<file path="src/rtl/pdmq_pkg.sv">
// pdmq_pkg: shared types, codes and defaults for the per-destination message queues
// no dependencies; used by every module of the block except pdmq_ram
package pdmq_pkg;

  localparam int NUM_QUEUES_DEF  = 16;
  localparam int QUEUE_DEPTH_DEF = 16;

  typedef enum logic {
    CMD_SEND = 1'b0,
    CMD_GRAB = 1'b1
  } cmd_e;

  typedef enum logic [1:0] {
    STS_DONE  = 2'd0,
    STS_EMPTY = 2'd1,
    STS_FULL  = 2'd2
  } status_e;

  typedef enum logic [1:0] {
    S_IDLE,
    S_CHECK,
    S_FETCH
  } state_e;

  typedef struct packed {
    cmd_e        command;
    logic [3:0]  queue_id;
    logic [3:0]  sender_id;
    logic [31:0] message;
    logic [7:0]  ttl;
  } in_t;

  typedef struct packed {
    status_e     status;
    logic [3:0]  out_sender;
    logic [31:0] out_message;
    logic [7:0]  out_ttl;
  } out_t;

  typedef struct packed {
    logic [3:0]  sender;
    logic [31:0] message;
    logic [7:0]  ttl;
  } rec_t;

  typedef struct packed {
    logic    accept;
    logic    send_wr;
    logic    grab_rd;
    logic    post_st;
    logic    post_rec;
    status_e code;
  } ctl_t;

  typedef struct packed {
    logic is_grab;
    logic can_send;
    logic can_grab;
  } sts_t;

endpackage

</file>
<file path="src/rtl/pdmq_ctrl.sv">
// pdmq_ctrl: request sequencer for the message queues
// depends on pdmq_pkg; drives pdmq_datapath through ctl_t and reads sts_t
module pdmq_ctrl (
  input  logic           clk,
  input  logic           rst_n,
  input  logic           start,
  output logic           busy,
  input  pdmq_pkg::sts_t sts,
  output pdmq_pkg::ctl_t ctl
);

  pdmq_pkg::state_e state_r, state_nxt;

  always_ff @(posedge clk) begin
    if (!rst_n) begin
      state_r <= pdmq_pkg::S_IDLE;
    end else begin
      state_r <= state_nxt;
    end
  end

  always_comb begin
    state_nxt    = state_r;
    ctl          = '0;
    ctl.code     = pdmq_pkg::STS_DONE;
    busy         = 1'b1;
    case (state_r)
      pdmq_pkg::S_IDLE: begin
        busy = 1'b0;
        if (start) begin
          ctl.accept = 1'b1;
          state_nxt  = pdmq_pkg::S_CHECK;
        end
      end
      pdmq_pkg::S_CHECK: begin
        if (sts.is_grab) begin
          if (sts.can_grab) begin
            ctl.grab_rd = 1'b1;
            state_nxt   = pdmq_pkg::S_FETCH;
          end else begin
            ctl.post_st = 1'b1;
            ctl.code    = pdmq_pkg::STS_EMPTY;
            state_nxt   = pdmq_pkg::S_IDLE;
          end
        end else begin
          ctl.post_st = 1'b1;
          state_nxt   = pdmq_pkg::S_IDLE;
          if (sts.can_send) begin
            ctl.send_wr = 1'b1;
            ctl.code    = pdmq_pkg::STS_DONE;
          end else begin
            ctl.code    = pdmq_pkg::STS_FULL;
          end
        end
      end
      pdmq_pkg::S_FETCH: begin
        ctl.post_rec = 1'b1;
        state_nxt    = pdmq_pkg::S_IDLE;
      end
      default: begin
        state_nxt = pdmq_pkg::S_IDLE;
      end
    endcase
  end

endmodule

</file>
<file path="config.mk">
export PLATFORM = sky130hd
export DESIGN_NAME = pdmq_ctrl
export DESIGN_NICKNAME = d
export VERILOG_FILES = /design/src/rtl/pdmq_pkg.sv /design/src/rtl/pdmq_ctrl.sv
export SDC_FILE = /design/constraint.sdc
export NUM_CORES = 1
export LEC_CHECK = 0
export BUFFER_PORTS_ARGS = -buffer_cell sky130_fd_sc_hd__buf_2
export CAP_MARGIN = 20
export CORE_AREA = 2 2 39 41
export DETAILED_ROUTE_END_ITERATION = 8
export DIE_AREA = 0 0 41 43
export SLEW_MARGIN = 15
export SYNTH_ARGS = -nofsm -noshare
export SYNTH_HDL_FRONTEND = slang
export SYNTH_SLANG_ARGS = --single-unit
</file>
<file path="constraint.sdc">
create_clock -name clk -period 1.1 [get_ports clk]
set_clock_uncertainty 0.2 [all_clocks]
set_input_delay 0.22 -clock clk [delete_from_list [all_inputs] [get_ports clk]]
set_output_delay 0.22 -clock clk [all_outputs]
set_load 0.01 [all_outputs]
</file>
==> results of run 1 <==
==> critical path: stages, from the launching register on <==
cell and delay, ns:
dfxtp_2 0.32, nand2b_4 0.18, nor3b_4 0.16, buf_2 0.15
==> kinds of logic (layout without fill, tap and decap cells) <==
group,count (synthesis),after routing
AO/OA/AOI/OAI,1,1
buffers and inverters,2,20
flip-flops,2,2
AND/OR/NAND/NOR,11,11
==> timing repair <==
| action | in CTS | in global routing |
|---|---|---|
| pin swaps | 1 | 0 |
| hold endpoints to repair | 0 | 0 |
| resized for setup | 3 | 1 |
| setup endpoints to repair | 9 | 9 |
==> where the power goes <==
part	internal (mW)	switching [mW]
combinational	0.0401	0.0314
sequential	0.0752	0.00435
clock	0.121	0.0435
total	0.236	0.0792
==> routing by layer <==
metal / GRT usage (%) / vias up / part of all wire (%)
li1: - / 90 / -
met1: 5.096 / 81 / 40
met2: 7.500 / 5 / 51
met3: 4.712 / 0 / 8.7
met4: 6.000 / 0 / 0
met5: 0 / - / 0
==> through the flow <==
stage	area, sq um	hold slack, ns	total power [mW]
floorplan	166.4	0.1315	0.1128
global placement	266.5	0.2390	0.1453
detailed placement	266.5	0.2505	0.1462
CTS	304.0	0.01475	0.3197
global route	310.3	0.02319	0.3383
finish	310.3	0.03084	0.3150
==> layout make-up <==
| cell class | count | area (sq um) |
|---|---|---|
| well taps | 16 | 20.02 |
| multi-input cells | 12 | 118.9 |
| flip-flops and latches | 2 | 45.04 |
| fillers | 157 | 1074 |
| clock buffers | 3 | 22.52 |
| inverters | 1 | 3.754 |
| repair buffers | 16 | 100.1 |
==> layout by cell type (no fill, tap or decap), drive strengths merged <==
master / count
dfxtp: 2
inv: 1
clkbuf: 3
nor3: 2
buf: 16
nand2: 1
and2b: 1
nand2b: 1
nor3b: 3
and2: 1
a21oi: 1
nor2: 1
or2: 1
==> cell usage after synthesis <==
cell type / count / area share, %
or2_2: 1 / 4.3
nor3_1: 2 / 6.8
and2b_2: 1 / 6.0
a21oi_1: 1 / 3.4
inv_1: 1 / 2.6
nand2_1: 1 / 2.6
nand2b_4: 1 / 9.4
nor2_1: 1 / 2.6
and2_1: 1 / 4.3
dfxtp_1: 2 / 27
buf_4: 1 / 5.1
nor3b_2: 3 / 26
==> worst paths after layout <==
kind,from,to,depth (start not counted)
setup / recovery,state_r[1]$_SDFFE_PN0P_,ctl[0],3
hold / removal,rst_n,state_r[0]$_SDFFE_PN0P_,2
setup reg to reg,state_r[1]$_SDFFE_PN0P_,state_r[0]$_SDFFE_PN0P_,4
hold reg to reg,state_r[0]$_SDFFE_PN0P_,state_r[1]$_SDFFE_PN0P_,2
==> impl_metrics.ini, run 1 <==
[run_status]
status = complete, but fails checks
violations = negative setup slack

[cts]
cts.sinks = 2
cts.htree.levels = 1
clkSlewWorstSetupHoldPaths_ns = 0.03
cts_setup_buffers = 0
cts-root-buf = clkbuf_4
cts_buffer_depth = 2
cts_tree = done
insertion_delay_ns = 0.22
ctsHoldBuffers = 0
numCtsBuffers = 3

[yosys]
synth_seq_area_share_pct = 27.35
synth_top_family_by_area = simple AND/OR/NAND/NOR gates
synthesis.yosys.warnings = 0
synthAdderAreaFrac_pct = 0
synth_xor_area_share_pct = 0
ys_ff_latch = 2
synth.avg_cell_area_sq_um = 9.149
yosys.area_share.simple_pct = 61.54
ys_types = 12
synthMuxAreaShare_pct = 0
synth_area_sq_um = 146.4
syn_inst = 16
syn-num-nets = 22
synth_compound_area_share_pct = 3.419

[sta]
period_needed_ns = 1.448
worst_slack_ns = -0.3482
rsz0062_at_grt = yes
fin_setup_tns_ns = -2.452
max_slew_margin_pct = 90.01
worst_pin_slew_ns = 0.1487
hold_viol = 0
setup_violations = 9
fin_crit_sh_pct = 131.7
finalMaxSlewViolations = 0
fmax_ghz = 0.6905

[floorplan]
io_pins = 14
die_h_um = 43
die_w_um = 41
core_area_sq_um = 1384
start_util_pct = 10.58
floorplan.die_area_sq_um = 1763
rows = 14

[flow_run]
cap_violations = 0

[placed_design]
post-place-ws_ns = -0.1132
hpwl_um = 312.7
place.port_buffers = 13
gp_congestion = 0.6380
dp.cells = 47

[pwr]
leakagePower_nw = 0.1589
p_per_area_nw_per_um2 = 1015
vdd_drop_max_uv = 287.2

[drt]
routed_via_density = 3.520
ant_nets = 0
post-route-drc-count = 0
via_count = 176
drt_pass1_iterations = 1
routed_wl_um = 402
drtIter0Drc = 0
wl_per_cell_um = 8.040

[grt]
grt_pass1_vias = 177
grt_max_degree = 7
grt_pass1_wl_um = 614
antenna_found_initial = 0
overflow = 0
grtUsageTotal_pct = 5.806

[worst_setup_path]
worstPathArrival_ns = 1.03
ff2ff_setup_slack_ns = -0.01
startpoint_type = register
cp_max_fo = 6
required_ns = 0.68
worstSetupPathType = register to output port
end_kind = output port

[finish]
final_layout_size_suffix_gt1_share_pct = 82.35
top_register = state_r
fin_cells = 50
largest_reg_flops = 2
area_growth_pct = 112.0
reg_top3 = state_r (2)
num_antenna_cells = 0
final_core_util_pct = 22.42
nets = 42

[hold_path]
min_path_type = input pin to register
Power figures use the tool's default switching activity.
==> run 2: changes to the inputs <==
Settings changed: SETUP_SLACK_MARGIN from default to 0.3.
==> run 2 against run 1 <==
The run still ends with negative setup slack left. Critical path type unchanged. Die area stayed put. Setup slack hardly changed. Hold slack worse by 0.015 ns. Core utilization is 1.9 points higher. Largest power group unchanged. Critical endpoint unchanged. First-iteration DRC count is 2 higher. Global-route usage is 1.1 points higher.
==> impl_metrics.ini, run 2 (synthesis gave the netlist of run 1 again) <==
[flow_run]
cap_violations = 0

[floorplan]
core_area_sq_um = 1384
rows = 14
die_w_um = 41
start_util_pct = 10.58
floorplan.die_area_sq_um = 1763
die_h_um = 43
io_pins = 14

[placed_design]
place.port_buffers = 13
hpwl_um = 318.7
placedInstanceArea_sq_um = 262.8
gp_congestion = 0.6674
dp.cells = 46
post-place-ws_ns = -0.1275

[drt]
wl_per_cell_um = 8.333
drt_pass1_iterations = 2
post-route-drc-count = 0
ant_nets = 0
via_count = 171
routed_wl_um = 425
routed_via_density = 3.353
drtIter0Drc = 2

[finish]
largest_reg_flops = 2
num_antenna_cells = 0
fillers = 168
top_register = state_r
mostFrequentLayoutCell = buf_2
nets = 43
fin_cells = 51
reg_top3 = state_r (2)
final_layout_size_suffix_gt1_share_pct = 88.57
final_area_sq_um = 336.6
area_growth_pct = 129.9
mostFrequentLayoutCells = buf_2, nor3b_4, clkbuf_4, buf_6, buf_4

[run_status]
status = complete, but fails checks
violations = negative setup slack

[cts]
insertion_delay_ns = 0.22
cts.htree.levels = 1
numCtsBuffers = 3
clkSlewWorstSetupHoldPaths_ns = 0.03
cts-root-buf = clkbuf_4
cts.sinks = 2
cts_tree = done
cts_buffer_depth = 2

[worst_setup_path]
required_ns = 0.68
end_kind = output port
crit_start = state_r[1]$_SDFFE_PN0P_
cp_max_fo = 6
reg2reg_depth = 4
worstPathArrival_ns = 1.03
startpoint_type = register
worstSetupPathType = register to output port
r2r-start = state_r[1]$_SDFFE_PN0P_

[sta]
rsz0062_at_grt = yes
whs_ns = 0.01565
max_slew_margin_pct = 88.71
worst_slack_ns = -0.3483
period_needed_ns = 1.448
finalMaxSlewViolations = 0
setup_violations = 9
fin_crit_sh_pct = 131.7
hold_viol = 0
fmax_ghz = 0.6904
worst_pin_slew_ns = 0.1692

[hold_path]
min_path_type = input pin to register
min_path_cells = 2
hp-start = rst_n

[grt]
grt_max_degree = 7
grt_pass1_vias = 188
grtUsageTotal_pct = 6.907
grt_pass1_wl_um = 717
antenna_found_initial = 0
overflow = 0

[pwr]
vdd_drop_max_uv = 311.3
p_per_area_nw_per_um2 = 955.2
leakagePower_nw = 0.1691
[run 2: cell types whose count changed in the layout (fill, tap and decap cells not counted), sizes merged]
cell,previous run,this run
buf,16,17
[run 2: worst paths after layout]
kind / end / slack [ns]
worst min register to register: state_r[0]$_SDFFE_PN0P_ / 0.40
worst max register to register: state_r[1]$_SDFFE_PN0P_ / -0.06
worst min-delay path: state_r[0]$_SDFFE_PN0P_ / 0.02
worst max-delay path: ctl[0] / -0.35
[run 2: what timing repair did]
action | 4_1_cts | 5_1_grt
hold buffers | 0 | 0
setup buffers | 1 | 1
resized for setup | 4 | 3
endpoints found under the setup margin | 10 | 10
pin swaps | 1 | 2
[run 2: layer usage]
layer	routed length, um	GRT usage [%]	up-vias
met5	0	0	-
met4	0	10.00	0
met3	37	3.141	0
met2	228	7.813	7
met1	159	7.325	74
li1	-	-	90
[run 2: worst max-delay path, cell delays in order, from the launching register on]
cell and delay (ns):
dfxtp_2 0.32, nand2b_4 0.18, nor3b_4 0.16, buf_2 0.15
[run 2: power breakdown]
part / switching (mW) / leakage [nW] / internal [mW]
combinational: 0.0368 / 0.138 / 0.0444
clock: 0.0405 / 0.0138 / 0.120
sequential: 0.00439 / 0.0175 / 0.0752
total: 0.0816 / 0.169 / 0.240
[run 2: final cells by class]
| cell class | instances | area [sq um] | area share (%) |
|---|---|---|---|
| Sequential cell | 2 | 45.04 | 13.38 |
| Inverter | 1 | 3.754 | 1.115 |
| Multi-Input combinational cell | 12 | 133.9 | 39.78 |
| Clock buffer | 3 | 22.52 | 6.691 |
| Tap cell | 16 | 20.02 | 5.948 |
| Timing Repair Buffer | 17 | 111.4 | 33.09 |
[run 2: through the flow]
step	total power [mW]	TNS (ns)	util, %
floorplan	0.1136	-0.03497	-
global placement	0.1437	-0.5678	18.99
detailed placement	0.1449	-0.6183	18.99
CTS	0.3225	-2.556	22.60
global route	0.3464	-2.966	24.32
finish	0.3215	-2.545	24.32
==> run 3: changes to the inputs <==
Settings changed: RECOVER_POWER from default to 100.
Clock period 1.1 ns to 1.8 ns, I/O delays scaled along.
==> run 3 against run 2 <==
Combinational power shrank 61%. Cell area is 25% lower. Core utilization fell by 6.1 points. The run now ends clean. Non-clock buffer count is 3 lower. Die area stayed put. Routed wire length decreased by 1.4%. Hold slack better by 0.13 ns. Clock power down 37%. Via count shrank 8.2%. Clock-buffer cell count is the same.
==> impl_metrics.ini, run 3 (synthesis gave the netlist of run 1 again) <==
[worst_setup_path]
cp_cell_sequence = nand2b_4 > nor3b_2 > clkbuf_1
end_kind = output port
startpoint_type = register
worstPathArrival_ns = 1.05
crit_family = flip-flops
worstSetupPathType = register to output port
r2r-start = state_r[0]$_SDFFE_PN0P_
cp_max_fo = 6
max_stage_delay_ns = 0.39
timing.rr.end = state_r[1]$_SDFFE_PN0P_
ff2ff_setup_slack_ns = 0.74
required_ns = 1.24
reg2reg_depth = 3
slowest_stage = dfxtp_1
crit_cells = 3
critPathBufInv = 1

[finish]
area_growth_pct = 72.65
top_register = state_r
reg_top3 = state_r (2)
final_area_sq_um = 252.7
final_layout_size_suffix_gt1_share_pct = 53.13
nets = 40
fin_cells = 48
mostFrequentLayoutCell = clkbuf_1
num_antenna_cells = 0
fillers = 162
mostFrequentLayoutCells = clkbuf_1, buf_2, clkbuf_4, nor3b_2
largest_reg_flops = 2

[cts]
numCtsBuffers = 3
cts-root-buf = clkbuf_4
insertion_delay_ns = 0.23
cts_tree = done
cts.sinks = 2
clkSlewWorstSetupHoldPaths_ns = 0.03
cts_buffer_depth = 2
cts.htree.levels = 1

[pwr]
vdd_drop_max_uv = 125.5
p_seq_share_pct = 26.5
clkPwrFrac_pct = 56.0
p_int_uw = 135.7
p_sw_uw = 47.10
leakagePower_nw = 0.1064
p_per_area_nw_per_um2 = 723.3
power.share.switching_pct = 25.76
p_comb_share_pct = 17.5

[floorplan]
die_h_um = 43
rows = 14
io_pins = 14
die_w_um = 41
core_area_sq_um = 1384
start_util_pct = 10.58
floorplan.die_area_sq_um = 1763

[grt]
antenna_found_initial = 0
grt_pass1_wl_um = 462
grt_max_degree = 7
overflow = 0
grt_pass1_vias = 129
grtUsageTotal_pct = 4.719

[placed_design]
hpwl_um = 301.3
dp.cells = 44
place.port_buffers = 13
post-place-ws_ns = 0.4175
placedInstanceArea_sq_um = 224.0
gp_congestion = 0.6174

[sta]
max_slew_margin_pct = 82.59
worst_slack_ns = 0.1941
whs_ns = 0.1482
worst_pin_slew_ns = 0.2606
period_needed_ns = 1.606
fin_crit_sh_pct = 89.22
hold_viol = 0
fin_setup_tns_ns = 0
rsz0062_at_grt = yes
fmax_ghz = 0.6227
setup_violations = 0
finalMaxSlewViolations = 0

[flow_run]
cap_violations = 0

[run_status]
status = finished clean

[drt]
wl_per_cell_um = 8.729
via_count = 157
routed_wl_um = 419
routed_via_density = 3.271
drtIter0Drc = 2
post-route-drc-count = 0
drt_pass1_iterations = 3
ant_nets = 0

[hold_path]
hp-start = rst_n
min_to = state_r[0]$_SDFFE_PN0P_
min_path_cells = 2
min_path_type = input pin to register
[run 3: worst max-delay path by stage]
stage / slack [ns] / from / to
floorplan: 0.50 / state_r[0]$_SDFFE_PN0P_ / ctl[1]
global placement: 0.44 / state_r[0]$_SDFFE_PN0P_ / ctl[0]
detailed placement: 0.42 / state_r[0]$_SDFFE_PN0P_ / ctl[5]
CTS: 0.22 / state_r[1]$_SDFFE_PN0P_ / ctl[5]
global route: 0.12 / state_r[0]$_SDFFE_PN0P_ / ctl[6]
finish: 0.19 / state_r[0]$_SDFFE_PN0P_ / ctl[0]
[run 3: what timing repair did]
| action | 4_1_cts | 5_1_grt |
|---|---|---|
| hold buffers | 0 | 0 |
| setup buffers | 0 | 1 |
| gates resized for setup | 3 | 3 |
| setup endpoints to repair | 8 | 8 |
| pin swaps | 3 | 0 |
[run 3: final cells by class]
class,count,area (sq um),area share (%)
multi-input combinational,12,95.09,37.62
clock buffer,3,22.52,8.911
tap,16,20.02,7.921
inverter,1,3.754,1.485
sequential,2,41.29,16.34
timing repair buffer,14,70.07,27.72
[run 3: metrics by stage]
step           util (%)  power (mW)
2_1_floorplan         -     0.06583
3_3_place_gp      16.18     0.08002
3_5_place_dp      16.18     0.08063
4_1_cts           18.17      0.1868
5_1_grt           18.26      0.1939
6_report          18.26      0.1828
[run 3: worst reg2reg max path, cell delays in order, from the launching register on]
cell and delay [ns]:
dfxtp_1 0.39, nand2b_4 0.10, buf_4 0.14, nor3_1 0.14
[run 3: metal layers]
layer	GRT usage [%]	up-vias	share of wire [%]
li1	-	84	-
met1	4.180	68	42
met2	5.000	5	51
met3	4.712	0	7.2
met4	6.000	0	0
met5	0	-	0
[run 3: power groups by stage]
stage               sequential, mW  combinational, mW  clock (mW)
floorplan                   0.0489             0.0169           0
global placement            0.0491             0.0309           0
detailed placement          0.0493             0.0314           0
CTS                         0.0482             0.0315       0.107
global route                0.0487             0.0343       0.111
finish                      0.0484             0.0320       0.102
